--- config.mk ---
export PLATFORM = sky130hd
export DESIGN_NAME = crhs_fifo
export DESIGN_NICKNAME = d
export VERILOG_FILES = /design/src/design/crhs_fifo.sv
export SDC_FILE = /design/constraint.sdc
export NUM_CORES = 1
export LEC_CHECK = 0
export ABC_CLOCK_PERIOD_IN_PS = 1900
export BUFFER_PORTS_ARGS = -buffer_cell sky130_fd_sc_hd__buf_2
export CORE_MARGIN = 2
export CORE_UTILIZATION = 48
export CTS_CLUSTER_SIZE = 16
export DETAILED_ROUTE_END_ITERATION = 7
export GPL_TIMING_DRIVEN = 0
export PLACE_DENSITY = 0.84
export SLEW_MARGIN = 0
export SYNTH_ARGS = -nofsm -noshare
export SYNTH_HDL_FRONTEND = slang
export SYNTH_SLANG_ARGS = --single-unit
--- constraint.sdc ---
create_clock -name clk -period 1.9 [get_ports clk]
set_clock_uncertainty 0.1 [all_clocks]
set_input_delay 0.19 -clock clk [delete_from_list [all_inputs] [get_ports clk]]
set_output_delay 0.19 -clock clk [all_outputs]
set_load 0.02 [all_outputs]
--- src/design/crhs_fifo.sv ---
// Small first-word-fall-through queue with occupancy count.
module crhs_fifo #(
  parameter int WIDTH = 8,
  parameter int DEPTH = 2
) (
  input  logic                           clk,
  input  logic                           rst_n,
  input  logic                           push,
  input  logic [WIDTH-1:0]               push_data,
  output logic                           full,
  input  logic                           pop,
  output logic [WIDTH-1:0]               pop_data,
  output logic                           empty,
  output logic [$clog2(DEPTH+1)-1:0]     count
);

  localparam int AW = (DEPTH > 1) ? $clog2(DEPTH) : 1;
  localparam int CW = $clog2(DEPTH + 1);

  logic [WIDTH-1:0] mem [DEPTH];
  logic [AW-1:0]    wr_r, wr_nxt;
  logic [AW-1:0]    rd_r, rd_nxt;
  logic [CW-1:0]    count_r, count_nxt;
  logic             do_push, do_pop;

  assign full     = (count_r == CW'(DEPTH));
  assign empty    = (count_r == '0);
  assign count    = count_r;
  assign pop_data = mem[rd_r];
  assign do_push  = push & ~full;
  assign do_pop   = pop & ~empty;

  always_comb begin
    wr_nxt    = wr_r;
    rd_nxt    = rd_r;
    count_nxt = count_r + CW'(do_push) - CW'(do_pop);
    if (do_push) begin
      wr_nxt = (wr_r == AW'(DEPTH - 1)) ? '0 : wr_r + AW'(1);
    end
    if (do_pop) begin
      rd_nxt = (rd_r == AW'(DEPTH - 1)) ? '0 : rd_r + AW'(1);
    end
  end

  always_ff @(posedge clk) begin
    if (!rst_n) begin
      wr_r    <= '0;
      rd_r    <= '0;
      count_r <= '0;
    end else begin
      wr_r    <= wr_nxt;
      rd_r    <= rd_nxt;
      count_r <= count_nxt;
    end
  end

  always_ff @(posedge clk) begin
    if (do_push) begin
      mem[wr_r] <= push_data;
    end
  end

endmodule

==> impl_metrics.yaml <==
layout:
  diodes: 0
  synthToLayoutAreaGrowth_pct: 29.7
  drive_above_1_share_pct: 42.5
  regArea_sq_um: 581
  fin_cells: 103
  multiInputGateArea_sq_um: 215
  num-fill-cells: 124
  layout_common_cells: "buf_2, edfxtp_1, mux2_2, dlygate4sd3_1"
  final_common_cell: "buf_2"
  final_nets: 102
timing:
  finalCritPeriodShare_pct: 93.6
  tightest_slew_ns: 0.703
  hold_violations: 0
  relSlewSlack_pct: 53.0
  min_period_ns: 1.78
  final.setup.tns_ns: 0
  finalHoldWorstSlack_ns: 0.0420
  fmaxAchievable_mhz: 562
  slew_viol_final: 0
  rsz0062_at_grt: "no"
  setup_viol: 0
power:
  powerDensity_mw_per_mm2: 1300
  peakVddDrop_v: 0.000709
  fin_total_pwr_mw: 1.37
  leakagePower_nw: 0.455
clock_tree:
  cts-root-buf: "clkbuf_4"
  clkSlewWorstSetupHoldPaths_ns: 0.11
  cts_max_path_buffers: 2
  insertion_delay_ns: 0.29
  cts_sinks: 21
  cts_htree_levels: 1
  tritoncts: "yes"
  cts-buffers-inserted: 3
floorplan:
  die_area_sq_mm: 0.00204
  pin_count: 24
  core_sq_mm: 0.00154
  die_y_um: 45.1
  row_count: 14
  start_util_pct: 52.7
  die_w_um: 45.1
yosys:
  ys_seq_elements: 21
  ys_warn_count: 0
  synth_area_sq_um: 812
  netlist.area_leader.share_pct: 59.2
  ys_types: 17
  ys_seq_area_share_pct: 71.5
  ys_top_cells_by_area: "edfxtp_1, dfxtp_1, mux2_2, ha_1, nor2_1"
  synth_top_area_cell: "edfxtp_1"
  syn_nets: 66
  avgSynthCellArea_sq_um: 15.6
  postSynthCellCount: 52
place:
  dpl.hpwl_um: 883
  numPortBuffers: 23
  place.gp.congestion: 0.698
  dpl.cell_count: 91
worst_setup_path:
  crit_path_end_kind: "flip-flop"
  start_kind: "flip-flop"
  worstPathRequired_ns: 2.02
  cp_max_fo: 5
  path_class: "flip-flop to flip-flop"
  cp.arrival_ns: 1.90
  ff2ff_setup_slack_ns: 0.12
min_path:
  hold_path_class: "input port to flip-flop"
global_route:
  overflow: 0
  grt_first_pass_wirelength_um: 1970
  grt_antenna_before_repair: 0
  grt_pass1_vias: 500
  grt_start_max_net_pins: 12
  grt_use_total_pct: 14.3
run_status:
  status: "complete, no violations"
drt:
  num_vias: 520
  wl_um: 1260
  wl_per_cell_um: 12.3
  drt_pass1_iterations: 3
  post-route-drc-count: 0
  routed_via_density: 5.05
  ant_nets: 0
  drtIter0Drc: 8
run:
  cap_violations: 0
==> synth_stat cells, drive strengths merged <==
cell    count
edfxtp     16
mux2        8
dfxtp       5
nor2        5
inv         3
and2        2
ha          2
nand2       2
nand2b      2
and3        1
buf         1
mux2i       1
nor3        1
o21a        1
xnor2       1
xor2        1
==> metrics by stage <==
step | setup slack (ns) | utilization, % | area, sq um
2_1_floorplan | 0.0910 | - | 812
3_3_place_gp | 0.169 | 61.4 | 947
3_5_place_dp | 0.142 | 61.4 | 947
4_1_cts | 0.114 | 68.3 | 1050
5_1_grt | 0.0134 | 68.3 | 1050
6_report | 0.122 | 68.3 | 1050
==> final timing paths <==
check,depth (start not counted),start,end
setup reg to reg,8,count[0],count[1]
hold reg to reg,2,wr_r,wr_r
hold / removal,2,rst_n,count[0]
setup / recovery,8,count[0],count[1]
==> what timing repair did <==
item                                   in CTS  in global routing
setup buffers                               0                  0
gates resized for setup                     0                  0
endpoints found under the hold margin      16                  0
hold buffers                                8                  0
==> cell type report <==
cell class / instances / share of cell area [%]
Sequential cell: 21 / 55.1
Clock buffer: 4 / 2.49
Timing Repair Buffer: 31 / 18.5
Inverter: 3 / 1.07
Multi-Input combinational cell: 27 / 20.4
Tap cell: 16 / 1.90
Buffer: 1 / 0.475
==> flip-flops by register name, summed over array words and instances (netlist names), named ones only <==
name,flops
count,2
rd_r,1
wr_r,1
mem,16
==> routing by layer <==
metal	vias up	track usage (%)	part of all wire, %
met5	-	0	0
met4	0	8.82	1.2
met3	2	3.60	4.4
met2	16	26.6	54
met1	248	13.8	41
li1	254	-	-
==> critical path: stages, from the launching register on <==
cell and delay (ns):
dfxtp_1 0.40, nand2b_1 0.16, nand2_1 0.11, ha_1 0.28
inv_1 0.04, ha_1 0.17, xor2_1 0.15, and2_2 0.19
nor3_1 0.11
==> cell families (layout without fill, tap and decap cells) <==
family                     Yosys count  after routing  share of synthesized area (%)
DFF                                 21             21                           71.5
adders and majority gates            2              2                           3.08
buffers and inverters                4             39                           2.00
and+or+nand+nor                     13             13                           7.86
AOI/OAI and AO/OA                    1              1                           1.08
xor gates and xnor gates             2              2                           2.16
muxes                                9              9                           12.3
==> power by group <==
| part | total [mW] | internal, mW | switching [mW] |
|---|---|---|---|
| logic | 0.529 | 0.223 | 0.306 |
| clock network | 0.202 | 0.0815 | 0.120 |
| registers | 0.643 | 0.600 | 0.0433 |
| total | 1.37 | 0.905 | 0.469 |
(Power assumes the default switching activity.)
