## src/design/crhs_pkg.sv

```systemverilog
// Shared constants, types and codes of the Catmull-Rom Hermite sampler.
package crhs_pkg;

  localparam int COORD_BITS  = 24;
  localparam int T_FRAC_BITS = 16;

  localparam int T_W   = T_FRAC_BITS + 1;
  localparam int D_W   = COORD_BITS + 1;
  localparam int H_W   = T_FRAC_BITS + 4;
  localparam int P_W   = H_W + D_W;
  localparam int S_W   = P_W + 1;
  localparam int E_W   = P_W + 2;
  localparam int SQ_W  = 2 * T_W;
  localparam int SEG_W = 16;

  localparam int MAX_SAMPLES = 64;
  localparam int N_W         = $clog2(MAX_SAMPLES);

  localparam int SEG_QUEUE_DEPTH = 2;
  localparam int OUT_QUEUE_DEPTH = 8;

  localparam int PADDR_W = 3;
  localparam int PDATA_W = 32;

  localparam int T_ONE_I   = 1 << T_FRAC_BITS;
  localparam int T_LIMIT_I = T_ONE_I + T_ONE_I / 1000;

  localparam logic [SQ_W-1:0]        SQ_HALF   = SQ_W'(T_ONE_I / 2);
  localparam logic [T_W:0]           T_LIMIT   = (T_W + 1)'(T_LIMIT_I);
  localparam logic [T_W-1:0]         STEP_RST  = T_W'((T_ONE_I + 9) / 10);
  localparam logic signed [H_W-1:0]  H_ONE     = H_W'(T_ONE_I);
  localparam logic signed [E_W-1:0]  E_HALF    = E_W'(T_ONE_I);
  localparam logic [SEG_W-1:0]       COUNT_MAX = '1;

  // register index taken from paddr
  localparam logic REG_STEP_SIZE = 1'b0;

  localparam logic ACT_POINT  = 1'b0;
  localparam logic ACT_FINISH = 1'b1;

  typedef enum logic {SEQ_IDLE, SEQ_RUN} seq_state_t;

  typedef logic signed [COORD_BITS-1:0] coord_t;
  typedef logic signed [D_W-1:0]        diff_t;
  typedef logic signed [H_W-1:0]        basis_t;
  typedef logic signed [P_W-1:0]        prod_t;
  typedef logic signed [S_W-1:0]        psum_t;

  typedef struct packed {
    logic [SEG_W-1:0] seg;
    coord_t           a_x;
    coord_t           a_y;
    coord_t           b_x;
    coord_t           b_y;
    diff_t            d0_x;
    diff_t            d0_y;
    diff_t            d1_x;
    diff_t            d1_y;
  } segment_t;

  typedef struct packed {
    coord_t           curve_x;
    coord_t           curve_y;
    logic [T_W-1:0]   param_t;
    logic [SEG_W-1:0] segment_index;
    logic             last_sample;
  } out_word_t;

endpackage

```

## src/design/crhs_front.sv

```systemverilog
// Front end: point window, point count and segment descriptor build.
module crhs_front import crhs_pkg::*; (
  input  logic     clk,
  input  logic     rst_n,
  input  logic     in_push,
  output logic     in_full,
  input  logic     in_action,
  input  coord_t   in_point_x,
  input  coord_t   in_point_y,
  input  logic     seg_full,
  output logic     seg_push,
  output segment_t seg_data
);

  coord_t           win_x_r [3];
  coord_t           win_y_r [3];
  logic [SEG_W-1:0] count_r, count_nxt;
  logic             accept;
  logic             finish;
  logic             has_seg;

  assign in_full = seg_full;
  assign accept  = in_push & ~seg_full;
  assign finish  = (in_action == ACT_FINISH);
  assign has_seg = (count_r >= SEG_W'(2));

  always_comb begin
    seg_data.seg = count_r - SEG_W'(2);
    seg_data.a_x = win_x_r[1];
    seg_data.a_y = win_y_r[1];
    seg_data.b_x = win_x_r[2];
    seg_data.b_y = win_y_r[2];
    // one-sided tangent at the first point of the curve
    if (count_r == SEG_W'(2)) begin
      seg_data.d0_x = D_W'(win_x_r[2]) - D_W'(win_x_r[1]);
      seg_data.d0_y = D_W'(win_y_r[2]) - D_W'(win_y_r[1]);
    end else begin
      seg_data.d0_x = D_W'(win_x_r[2]) - D_W'(win_x_r[0]);
      seg_data.d0_y = D_W'(win_y_r[2]) - D_W'(win_y_r[0]);
    end
    // one-sided tangent at the last point on finish
    if (finish) begin
      seg_data.d1_x = D_W'(win_x_r[2]) - D_W'(win_x_r[1]);
      seg_data.d1_y = D_W'(win_y_r[2]) - D_W'(win_y_r[1]);
    end else begin
      seg_data.d1_x = D_W'(in_point_x) - D_W'(win_x_r[1]);
      seg_data.d1_y = D_W'(in_point_y) - D_W'(win_y_r[1]);
    end
  end

  assign seg_push = accept & has_seg;

  always_comb begin
    count_nxt = count_r;
    if (accept) begin
      if (finish) begin
        count_nxt = '0;
      end else if (count_r != COUNT_MAX) begin
        count_nxt = count_r + SEG_W'(1);
      end
    end
  end

  always_ff @(posedge clk) begin
    if (!rst_n) begin
      count_r <= '0;
    end else begin
      count_r <= count_nxt;
    end
  end

  // shift the window on every new point
  always_ff @(posedge clk) begin
    if (accept && !finish) begin
      win_x_r[0] <= win_x_r[1];
      win_x_r[1] <= win_x_r[2];
      win_x_r[2] <= in_point_x;
      win_y_r[0] <= win_y_r[1];
      win_y_r[1] <= win_y_r[2];
      win_y_r[2] <= in_point_y;
    end
  end

endmodule

```

## config.mk

```make
export PLATFORM = sky130hd
export DESIGN_NAME = crhs_front
export DESIGN_NICKNAME = d
export VERILOG_FILES = /design/src/design/crhs_pkg.sv /design/src/design/crhs_front.sv
export SDC_FILE = /design/constraint.sdc
export NUM_CORES = 1
export LEC_CHECK = 0
export BUFFER_PORTS_ARGS = -buffer_cell sky130_fd_sc_hd__buf_2
export CAP_MARGIN = 20
export CELL_PAD_IN_SITES_DETAIL_PLACEMENT = 0
export CELL_PAD_IN_SITES_GLOBAL_PLACEMENT = 1
export CORE_MARGIN = 2
export CORE_UTILIZATION = 39
export CTS_CLUSTER_SIZE = 14
export DETAILED_ROUTE_END_ITERATION = 12
export GPL_TIMING_DRIVEN = 1
export PLACE_DENSITY_LB_ADDON = 0.1
export SETUP_SLACK_MARGIN = 0.05
export SLEW_MARGIN = 20
export SYNTH_ARGS = -nofsm -noshare
export SYNTH_HDL_FRONTEND = slang
export SYNTH_SLANG_ARGS = --single-unit
```

## constraint.sdc

```tcl
create_clock -name clk -period 9.07 [get_ports clk]
set_input_delay 1.3605 -clock clk [delete_from_list [all_inputs] [get_ports clk]]
set_output_delay 1.3605 -clock clk [all_outputs]
set_load 0.01 [all_outputs]
```

==> flow_metrics.py, run 1 <==
metrics = {
    "setup_path": {
        "path_cells": "buf_2, inv_1, ha_1, fa_1, nand2b_1, a21oi_1, o31ai_1, a31oi_1, o21ai_0, o21ai_0, xnor2_1, o21ai_0, buf_2",
        "rrSetupSlack_ns": 6.81,
        "arrival_ns": 4.12,
        "cp.required_ns": 7.71,
        "crit_top_cell": "o21ai_0",
        "path_class": "in2out",
        "cp_slowest_stage_delay_ns": 0.44,
        "critPathMaxFanout": 5,
        "cpMaxStageDelayCell": "a31oi_1",
        "startpoint_type": "input pin",
        "regToRegEndpoint": "count_r[13]",
        "r2r-start": "count_r[7]",
        "end_kind": "output pin",
        "r2r_cells": 7,
    },
    "timing": {
        "rsz0062_at_grt": "no",
        "hold_viol": 0,
        "setup_tns_ns": 0,
        "worstMarginPinSlew_ns": 0.965,
        "finClkSkew_ns": 0.00756,
        "maxSlewHeadroom": 0.356,
        "fin_crit_ns": 5.48,
        "maxSlewViolCount": 0,
        "finalSetupViolations": 0,
        "timing.hold.ws_ns": 0.470,
        "fin_crit_sh": 0.605,
        "fmax_ghz": 0.182,
    },
    "synth": {
        "syn_avg_cell_area_sq_um": 8.76,
        "ys.warnings.count": 0,
        "synth_top_area_frac": 0.302,
        "synth_cell_type_count": 70,
        "ys_top_cells_by_area": "edfxtp_1 (30%), ha_1 (13%), a21oi_1 (5.4%), buf_4 (5.1%), xor2_1 (4.7%)",
        "synth_cells": 1632,
        "syn_nets": 1839,
        "yosysSeqAreaShare": 0.325,
        "ys_ff_latch": 160,
        "synthArstFlopShare": 0,
        "synth-edff-count": 144,
        "syn-cell-area_sq_um": 14300,
        "synth_top_cell_by_area": "edfxtp_1",
        "synth_ff_type": "edfxtp_1",
    },
    "routing": {
        "vias": 12000,
        "drc_errors": 0,
        "routed_via_density": 5.29,
        "wl_per_cell_microns": 18.5,
        "drtIter0Drc": 634,
        "first_pass_iters": 7,
        "ant_nets": 0,
        "routed_wl_microns": 41800,
    },
    "hold_path": {
        "holdPathStages": 0,
        "whs_endpoint": "win_y_r[0][19]",
        "worstHoldStart": "win_y_r[0][43]",
        "hold_class": "reg2reg",
    },
    "global_routing": {
        "grt_pass1_wl_microns": 64100,
        "grt_overflow": 0,
        "track_usage": 0.216,
        "grt_max_degree": 65,
        "grt_pass1_vias": 11600,
        "antenna_found_initial": 1,
    },
    "cells_and_area": {
        "final_util": 0.438,
        "areaGrowthSynthToFinish_pct": 11.4,
        "nNetsFinal": 1989,
        "nFillCells": 3677,
        "layout-drive-gt1-share": 0.179,
        "fin_cells": 2264,
    },
    "power_and_ir_drop": {
        "p_switching_mw": 0.640,
        "finalPower_mw": 2.06,
        "leakagePower_nw": 7.18,
        "power.internal_mw": 1.42,
        "pwr-share-seq": 0.407,
        "p_comb_frac": 0.247,
        "peakVddDrop_mv": 0.139,
        "p_sw_frac": 0.310,
        "power.density_nw_per_um2": 130,
        "clkPwrFrac": 0.346,
    },
    "clock_network": {
        "cts_buffer_depth": 2,
        "cts_setup_buffers": 0,
        "path_clk_slew_ns": 0.06,
        "clkSinkCount": 160,
        "cts_htree_levels": 4,
        "cts_tree": "done",
        "hold_buffers": 0,
        "ctsResizeCount": 0,
        "root_buffer": "clkbuf_16",
        "clock_latency_ns": 0.45,
        "cts_buffers": 17,
    },
    "floorplan": {
        "start_util": 0.393,
        "die_w_microns": 195,
        "die_y_microns": 195,
        "die-area_sq_um": 38200,
        "num_rows": 70,
        "ios": 267,
        "design.core.area_sq_um": 36300,
    },
    "flow_run": {
        "cap_violations": 0,
    },
    "placement": {
        "io_buffers": 266,
        "place_congestion": 0.876,
        "place_inst": 2230,
        "dp.final_hpwl_microns": 33300,
    },
    "outcome": {
        "status": "complete, no violations",
    },
}
[critical path, delay by kind of cell]
kind                       cells  cell delay, ns
buffers and inverters          3            0.30
adders and majority gates      2            0.60
AOI/OAI and AO/OA              6            1.57
xor gates and xnor gates       1            0.10
and+or+nand+nor                1            0.19
[power by group through the flow]
| stage | Clock (mW) | Sequential [mW] | Combinational (mW) |
|---|---|---|---|
| floorplan | 0 | 0.851 | 0.350 |
| global route | 0.761 | 0.841 | 0.563 |
| CTS | 0.739 | 0.839 | 0.512 |
| global placement | 0 | 0.855 | 0.509 |
| finish | 0.714 | 0.839 | 0.510 |
| detailed placement | 0 | 0.855 | 0.509 |
[metrics by stage]
| step | area, sq um | worst slack [ns] |
|---|---|---|
| 2_1_floorplan | 14300 | 0.442 |
| 3_3_place_gp | 15400 | 3.54 |
| 3_5_place_dp | 15400 | 3.53 |
| 4_1_cts | 15900 | 3.53 |
| 5_1_grt | 15900 | 3.33 |
| 6_report | 15900 | 3.59 |
[flip-flops by register name (all words and copies together) (netlist names)]
register / flops
count_r: 16
win_x_r: 72
win_y_r: 72
[final cells by class]
class | instances | area [sq um] | area share
flip-flops and latches | 160 | 4640 | 0.292
inverters | 132 | 495 | 0.0311
multi-input cells | 1199 | 8270 | 0.519
repair buffers | 272 | 1380 | 0.0864
clock inverters | 12 | 119 | 0.00746
diodes | 1 | 2.50 | 0.000157
clock buffers | 20 | 437 | 0.0274
well taps | 468 | 586 | 0.0368
[kinds of logic after synthesis]
logic type               after synthesis  share of synthesized area
flip-flops                           160                      0.325
buffers and inverters                273                     0.0978
AND/OR/NAND/NOR                      436                      0.143
adder cells (fa/ha/maj)              154                      0.138
multiplexers                          29                     0.0208
AO/OA/AOI/OAI                        448                      0.195
XOR/XNOR                             132                     0.0808
[cells in the final DEF, fill, tap and decap left out, drive strengths merged, types with 4 or more instances in the layout]
cell type / netlist / final
a2111oi: 4 / 4
a211oi: 12 / 12
a21boi: 6 / 6
a21o: 46 / 46
a21oi: 154 / 154
a221oi: 4 / 4
a22oi: 4 / 4
a31oi: 21 / 21
and2: 5 / 5
and3: 15 / 15
and4: 4 / 4
buf: 109 / 272
clkbuf: 32 / 20
clkinv: 0 / 6
clkinvlp: 0 / 4
dfxtp: 16 / 16
edfxtp: 144 / 144
fa: 6 / 6
ha: 148 / 148
inv: 132 / 132
mux2: 6 / 6
mux2i: 23 / 23
nand2: 112 / 112
nand2b: 33 / 33
nand3: 36 / 36
nand4: 14 / 14
nor2: 148 / 148
nor2b: 20 / 20
nor3: 26 / 26
o211ai: 12 / 12
o21a: 18 / 18
o21ai: 105 / 105
o21bai: 11 / 11
o31ai: 14 / 14
o41ai: 7 / 7
or3: 8 / 8
xnor2: 55 / 55
xor2: 77 / 77
[layer usage]
layer	track usage	up-vias	part of all wire
met5	0	-	0
met4	0.0591	0	0.015
met3	0.0283	30	0.046
met2	0.347	290	0.45
met1	0.306	5601	0.49
li1	-	6056	-
[cells in the mapped netlist, drive strengths merged, types with 3 or more instances]
library cell	n
edfxtp	144
o21bai	11
nand2b	33
a2111oi	4
and4	4
and3	15
a211oi	12
clkbuf	32
mux2	6
o21ai	105
a21oi	154
buf	109
inv	132
nor2b	20
fa	6
a41oi	3
nand2	112
mux2i	23
a21boi	6
a2111o	3
a21o	46
or3	8
a221oi	4
and2	5
o21a	18
nand3	36
nor2	148
o31a	3
o211ai	12
xnor2	55
a22oi	4
xor2	77
o31ai	14
dfxtp	16
a31oi	21
nor3	26
ha	148
a31o	3
nand4	14
nor4	3
o41ai	7
[worst max path at each step]
stage | from | to | slack (ns) | cells after the start
final | in_point_x[0] | seg_data[45] | 3.59 | 13
after global routing | in_point_x[0] | seg_data[45] | 3.33 | 13
after CTS | in_point_x[0] | seg_data[45] | 3.53 | 13
after detailed placement | in_point_x[0] | seg_data[45] | 3.53 | 13
after global placement | in_point_x[0] | seg_data[45] | 3.54 | 13
after floorplan | in_action | win_x_r[0][0] | 0.44 | 4
(Power assumes the default switching activity.)
==> run 2, diff against run 1 <==
--- a/config.mk
+++ b/config.mk
@@ -10,7 +10,7 @@
 export CELL_PAD_IN_SITES_DETAIL_PLACEMENT = 0
 export CELL_PAD_IN_SITES_GLOBAL_PLACEMENT = 1
 export CORE_MARGIN = 2
-export CORE_UTILIZATION = 39
+export CORE_UTILIZATION = 43
 export CTS_CLUSTER_SIZE = 14
 export DETAILED_ROUTE_END_ITERATION = 12
 export GPL_TIMING_DRIVEN = 1
==> constraint.sdc (replaced) <==
create_clock -name clk -period 5.2 [get_ports clk]
set_input_delay 0.78 -clock clk [delete_from_list [all_inputs] [get_ports clk]]
set_output_delay 0.78 -clock clk [all_outputs]
set_load 0.01 [all_outputs]
==> flow_metrics.py, run 2 (synthesis gave the netlist of run 1 again) <==
metrics = {
    "outcome": {
        "status": "complete, no violations",
    },
    "floorplan": {
        "die_y_microns": 186,
        "start_util": 0.438,
        "die_w_microns": 186,
        "num_rows": 66,
        "design.core.area_sq_um": 32600,
        "ios": 267,
        "die-area_sq_um": 34700,
    },
    "setup_path": {
        "rrSetupSlack_ns": 2.86,
        "end_kind": "output pin",
        "arrival_ns": 3.72,
        "path_class": "reg2out",
        "critPathMaxFanout": 4,
        "cp.required_ns": 4.42,
        "startpoint_type": "register",
    },
    "routing": {
        "vias": 12100,
        "ant_nets": 0,
        "routed_wl_microns": 40100,
        "routed_via_density": 5.41,
        "wl_per_cell_microns": 17.9,
        "drc_errors": 0,
        "drtIter0Drc": 689,
        "first_pass_iters": 5,
    },
    "timing": {
        "fin_crit_ns": 4.50,
        "worstMarginPinSlew_ns": 0.935,
        "rsz0062_at_grt": "no",
        "maxSlewViolCount": 0,
        "maxSlewHeadroom": 0.376,
        "setup_tns_ns": 0,
        "fmax_ghz": 0.222,
        "timing.hold.ws_ns": 0.476,
        "finClkSkew_ns": 0.00775,
        "hold_viol": 0,
        "fin_crit_sh": 0.866,
        "finalSetupViolations": 0,
    },
    "cells_and_area": {
        "nFillCells": 3219,
        "largestRegisters": "win_x_r (72), win_y_r (72), count_r (16)",
        "final_util": 0.490,
        "regArea_sq_um": 4640,
        "nNetsFinal": 1990,
        "fin_cells": 2238,
        "final_common_cell": "buf_2",
        "areaGrowthSynthToFinish_pct": 11.8,
        "layout-drive-gt1-share": 0.181,
        "multi_input_area_sq_um": 8270,
        "final_cell_mix": "buf_2 (266), a21oi_1 (153), ha_1 (148)",
    },
    "global_routing": {
        "grt_pass1_vias": 11800,
        "grt_overflow": 0,
        "gr-usage-met2": 0.372,
        "antenna_found_initial": 1,
        "grt_most_used_layer": "met2",
        "track_usage": 0.228,
        "grt_pass1_wl_microns": 63000,
        "grt_max_degree": 82,
        "met1_usage": 0.315,
        "grtUsageMet3": 0.0372,
    },
    "power_and_ir_drop": {
        "finalPower_mw": 3.73,
        "peakVddDrop_mv": 0.230,
        "power.internal_mw": 2.63,
        "p_comb_frac": 0.238,
        "p_switching_mw": 1.10,
        "clkPwrFrac": 0.369,
        "leakagePower_nw": 7.23,
        "pwr-share-seq": 0.393,
        "p_sw_frac": 0.294,
        "power.density_nw_per_um2": 233,
    },
    "placement": {
        "io_buffers": 266,
        "dp.final_hpwl_microns": 31400,
        "place_inst": 2206,
        "place_congestion": 0.914,
    },
    "clock_network": {
        "cts_setup_buffers": 0,
        "cts_tree": "done",
        "root_buffer": "clkbuf_16",
        "cts_buffer_depth": 2,
        "cts_htree_levels": 4,
        "clock_latency_ns": 0.44,
        "path_clk_slew_ns": 0.06,
        "hold_buffers": 0,
        "clkSinkCount": 160,
        "cts_buffers": 17,
        "ctsResizeCount": 0,
    },
    "hold_path": {
        "hold_class": "reg2reg",
    },
    "flow_run": {
        "cap_violations": 0,
    },
}
-- run 2: cell count changes in the layout (fill, tap and decap cells not counted), sizes merged --
cell and delta:
bufinv +3, clkbuf -1, buf +1, clkinv -1, clkinvlp -2
-- run 2: worst paths after layout --
kind | from | endpoint | cells past startpoint
worst min-delay path | win_y_r[0][41] | win_y_r[0][17] | 0
worst max register to register | count_r[7] | count_r[13] | 7
worst max-delay path | win_y_r[0][24] | seg_data[24] | 11
worst min register to register | win_y_r[0][41] | win_y_r[0][17] | 0
-- run 2: worst max-delay path, stage by stage (launching register included) --
cell and delay [ns]:
edfxtp_1 0.43, ha_1 0.24, fa_1 0.40, nor2b_1 0.16, o31ai_1 0.14, a2111o_1 0.43
o211ai_1 0.23, a311o_1 0.33, a221oi_1 0.11, o31ai_1 0.45, a22oi_1 0.18, buf_2 0.20
-- run 2: power groups by stage --
stage	Clock, mW	Sequential (mW)	Combinational, mW
2_1_floorplan	0	1.48	0.610
3_3_place_gp	0	1.49	0.879
3_5_place_dp	0	1.49	0.883
4_1_cts	1.41	1.46	0.888
5_1_grt	1.46	1.47	0.980
6_report	1.38	1.46	0.887
-- run 2: per-stage QoR --
stage / area [sq um] / setup WS, ns
2_1_floorplan: 14300 / 1.20
6_report: 16000 / 0.696
3_5_place_dp: 15400 / 0.807
5_1_grt: 16000 / 0.454
3_3_place_gp: 15400 / 0.761
4_1_cts: 16000 / 0.686
-- run 2: metal layers --
layer  vias to the layer above  part of all wire
met5                         -                 0
met4                         0             0.017
met3                        38             0.052
met2                       354              0.45
met1                      5678              0.48
li1                       6041                 -
-- run 2: layout make-up --
type / count / share of cell area
inverter: 132 / 0.0310
clock buffer: 19 / 0.0271
clock inverter: 12 / 0.0120
sequential: 160 / 0.291
antenna: 1 / 0.000157
tap: 442 / 0.0346
timing repair buffer: 273 / 0.0873
multi-input combinational: 1199 / 0.517
==> run 3, diff against run 2 <==
--- a/config.mk
+++ b/config.mk
@@ -11,10 +11,11 @@
 export CELL_PAD_IN_SITES_GLOBAL_PLACEMENT = 1
 export CORE_MARGIN = 2
 export CORE_UTILIZATION = 43
-export CTS_CLUSTER_SIZE = 14
+export CTS_CLUSTER_SIZE = 12
 export DETAILED_ROUTE_END_ITERATION = 12
 export GPL_TIMING_DRIVEN = 1
 export PLACE_DENSITY_LB_ADDON = 0.1
+export REMOVE_ABC_BUFFERS = 1
 export SETUP_SLACK_MARGIN = 0.05
 export SLEW_MARGIN = 20
 export SYNTH_ARGS = -nofsm -noshare
==> flow_metrics.py, run 3 (synthesis gave the netlist of run 1 again) <==
metrics = {
    "outcome": {
        "status": "complete, no violations",
    },
    "floorplan": {
        "num_rows": 66,
        "die-area_sq_um": 34700,
        "ios": 267,
        "start_util": 0.438,
        "die_y_microns": 186,
        "die_w_microns": 186,
        "design.core.area_sq_um": 32600,
    },
    "timing": {
        "fin_ws_ns": 0.667,
        "maxSlewHeadroom": 0.484,
        "maxSlewViolCount": 0,
        "rsz0062_at_grt": "no",
        "fmax_ghz": 0.221,
        "fin_crit_ns": 4.53,
        "finClkSkew_ns": 0.0116,
        "fin_crit_sh": 0.872,
        "worstMarginPinSlew_ns": 0.774,
        "finalSetupViolations": 0,
        "hold_viol": 0,
    },
    "setup_path": {
        "arrival_ns": 3.75,
        "startpoint_type": "register",
        "cp.required_ns": 4.42,
        "end_kind": "output pin",
        "path_class": "reg2out",
        "critPathMaxFanout": 4,
    },
    "global_routing": {
        "grt_max_degree": 56,
        "grt_pass1_wl_microns": 62300,
        "grt_overflow": 0,
        "track_usage": 0.228,
        "grt_pass1_vias": 11700,
        "antenna_found_initial": 1,
    },
    "clock_network": {
        "clkSinkCount": 160,
        "cts_htree_levels": 4,
        "root_buffer": "clkbuf_16",
        "cts_tree": "done",
        "hold_buffers": 0,
        "cts_setup_buffers": 0,
        "ctsResizeCount": 0,
        "cts_buffers": 17,
        "clock_latency_ns": 0.46,
        "path_clk_slew_ns": 0.07,
        "cts_buffer_depth": 2,
    },
    "power_and_ir_drop": {
        "clkPwrFrac": 0.354,
        "power.density_nw_per_um2": 228,
        "p_comb_frac": 0.243,
        "pwr-share-seq": 0.403,
        "p_sw_frac": 0.313,
        "leakagePower_nw": 7.21,
        "power.internal_mw": 2.50,
        "p_switching_mw": 1.14,
        "peakVddDrop_mv": 0.246,
    },
    "cells_and_area": {
        "final_common_cell": "buf_2",
        "layout-drive-gt1-share": 0.184,
        "nNetsFinal": 1993,
        "areaGrowthSynthToFinish_pct": 11.6,
        "final_cell_mix": "buf_2 (266), a21oi_1 (153), ha_1 (148)",
        "diodes": 0,
        "final_design_area_no_fill_sq_um": 16000,
        "final_util": 0.489,
        "largestRegisters": "win_x_r (72), win_y_r (72), count_r (16)",
        "fin_cells": 2241,
    },
    "placement": {
        "dp_slack_ns": 0.825,
        "io_buffers": 266,
        "place_inst": 2209,
        "dp.final_hpwl_microns": 31900,
        "dpl_cell_area_sq_um": 15400,
        "place_congestion": 0.879,
    },
    "routing": {
        "drtIter0Drc": 649,
        "ant_nets": 0,
        "drc_errors": 0,
        "routed_wl_microns": 40100,
        "vias": 12000,
        "wl_per_cell_microns": 17.9,
        "routed_via_density": 5.36,
        "first_pass_iters": 5,
    },
    "flow_run": {
        "cap_violations": 0,
    },
    "hold_path": {
        "hold_class": "reg2reg",
    },
}
run 3: cell types whose count changed in the layout (fill, tap and decap cells not counted):
cell and delta:
buf_4 +4, bufinv_16 -3, diode_2 -1, buf_12 -1, clkinv_2 -1, clkinv_1 -1, clkbuf_1 -2, inv_6 +4
clkinv_4 +1, clkinvlp_4 +3
run 3: critical path: stages, from the launching register on:
cell and delay, ns:
edfxtp_1 0.50, ha_1 0.40, o211ai_1 0.11, a21o_1 0.21, a2111oi_2 0.46, nor3_1 0.16, o31ai_1 0.60, a21boi_1 0.17
xor2_1 0.35, a22oi_1 0.16, buf_2 0.18
run 3: power groups by stage:
stage | Combinational, mW | Clock, mW | Sequential (mW)
global route | 0.976 | 1.36 | 1.47
detailed placement | 0.879 | 0 | 1.49
finish | 0.884 | 1.29 | 1.46
CTS | 0.884 | 1.32 | 1.46
floorplan | 0.560 | 0 | 1.50
global placement | 0.876 | 0 | 1.49
run 3: through the flow:
step	hold WS [ns]	total power [mW]	setup TNS, ns
after global placement	0.455	2.37	0
after global routing	0.493	3.80	0
final	0.476	3.63	0
after CTS	0.479	3.66	0
after floorplan	0.496	2.06	-343.95
after detailed placement	0.457	2.37	0
run 3: cell type report:
class	instances	area [sq um]
Timing Repair Buffer	276	1410
Fill cell	3159	16700
Clock buffer	17	425
Multi-Input combinational cell	1199	8270
Clock inverter	15	159
Sequential cell	160	4640
Tap cell	442	553
Inverter	132	495
run 3: per-layer routing:
layer | vias up | wire length (microns) | GRT usage
met3 | 42 | 2160 | 0.0378
met5 | - | 16 | 0
met4 | 2 | 860 | 0.0735
li1 | 6069 | - | -
met2 | 365 | 18200 | 0.369
met1 | 5537 | 18900 | 0.310
run 3: path summary, 6_finish.rpt:
path | end | slack [ns] | cells past startpoint | start
worst min-delay path | win_x_r[0][22] | 0.48 | 0 | win_x_r[0][46]
worst max register to register | count_r[13] | 2.92 | 7 | count_r[7]
worst max-delay path | seg_data[98] | 0.67 | 10 | win_x_r[0][52]
worst min register to register | win_x_r[0][22] | 0.48 | 0 | win_x_r[0][46]
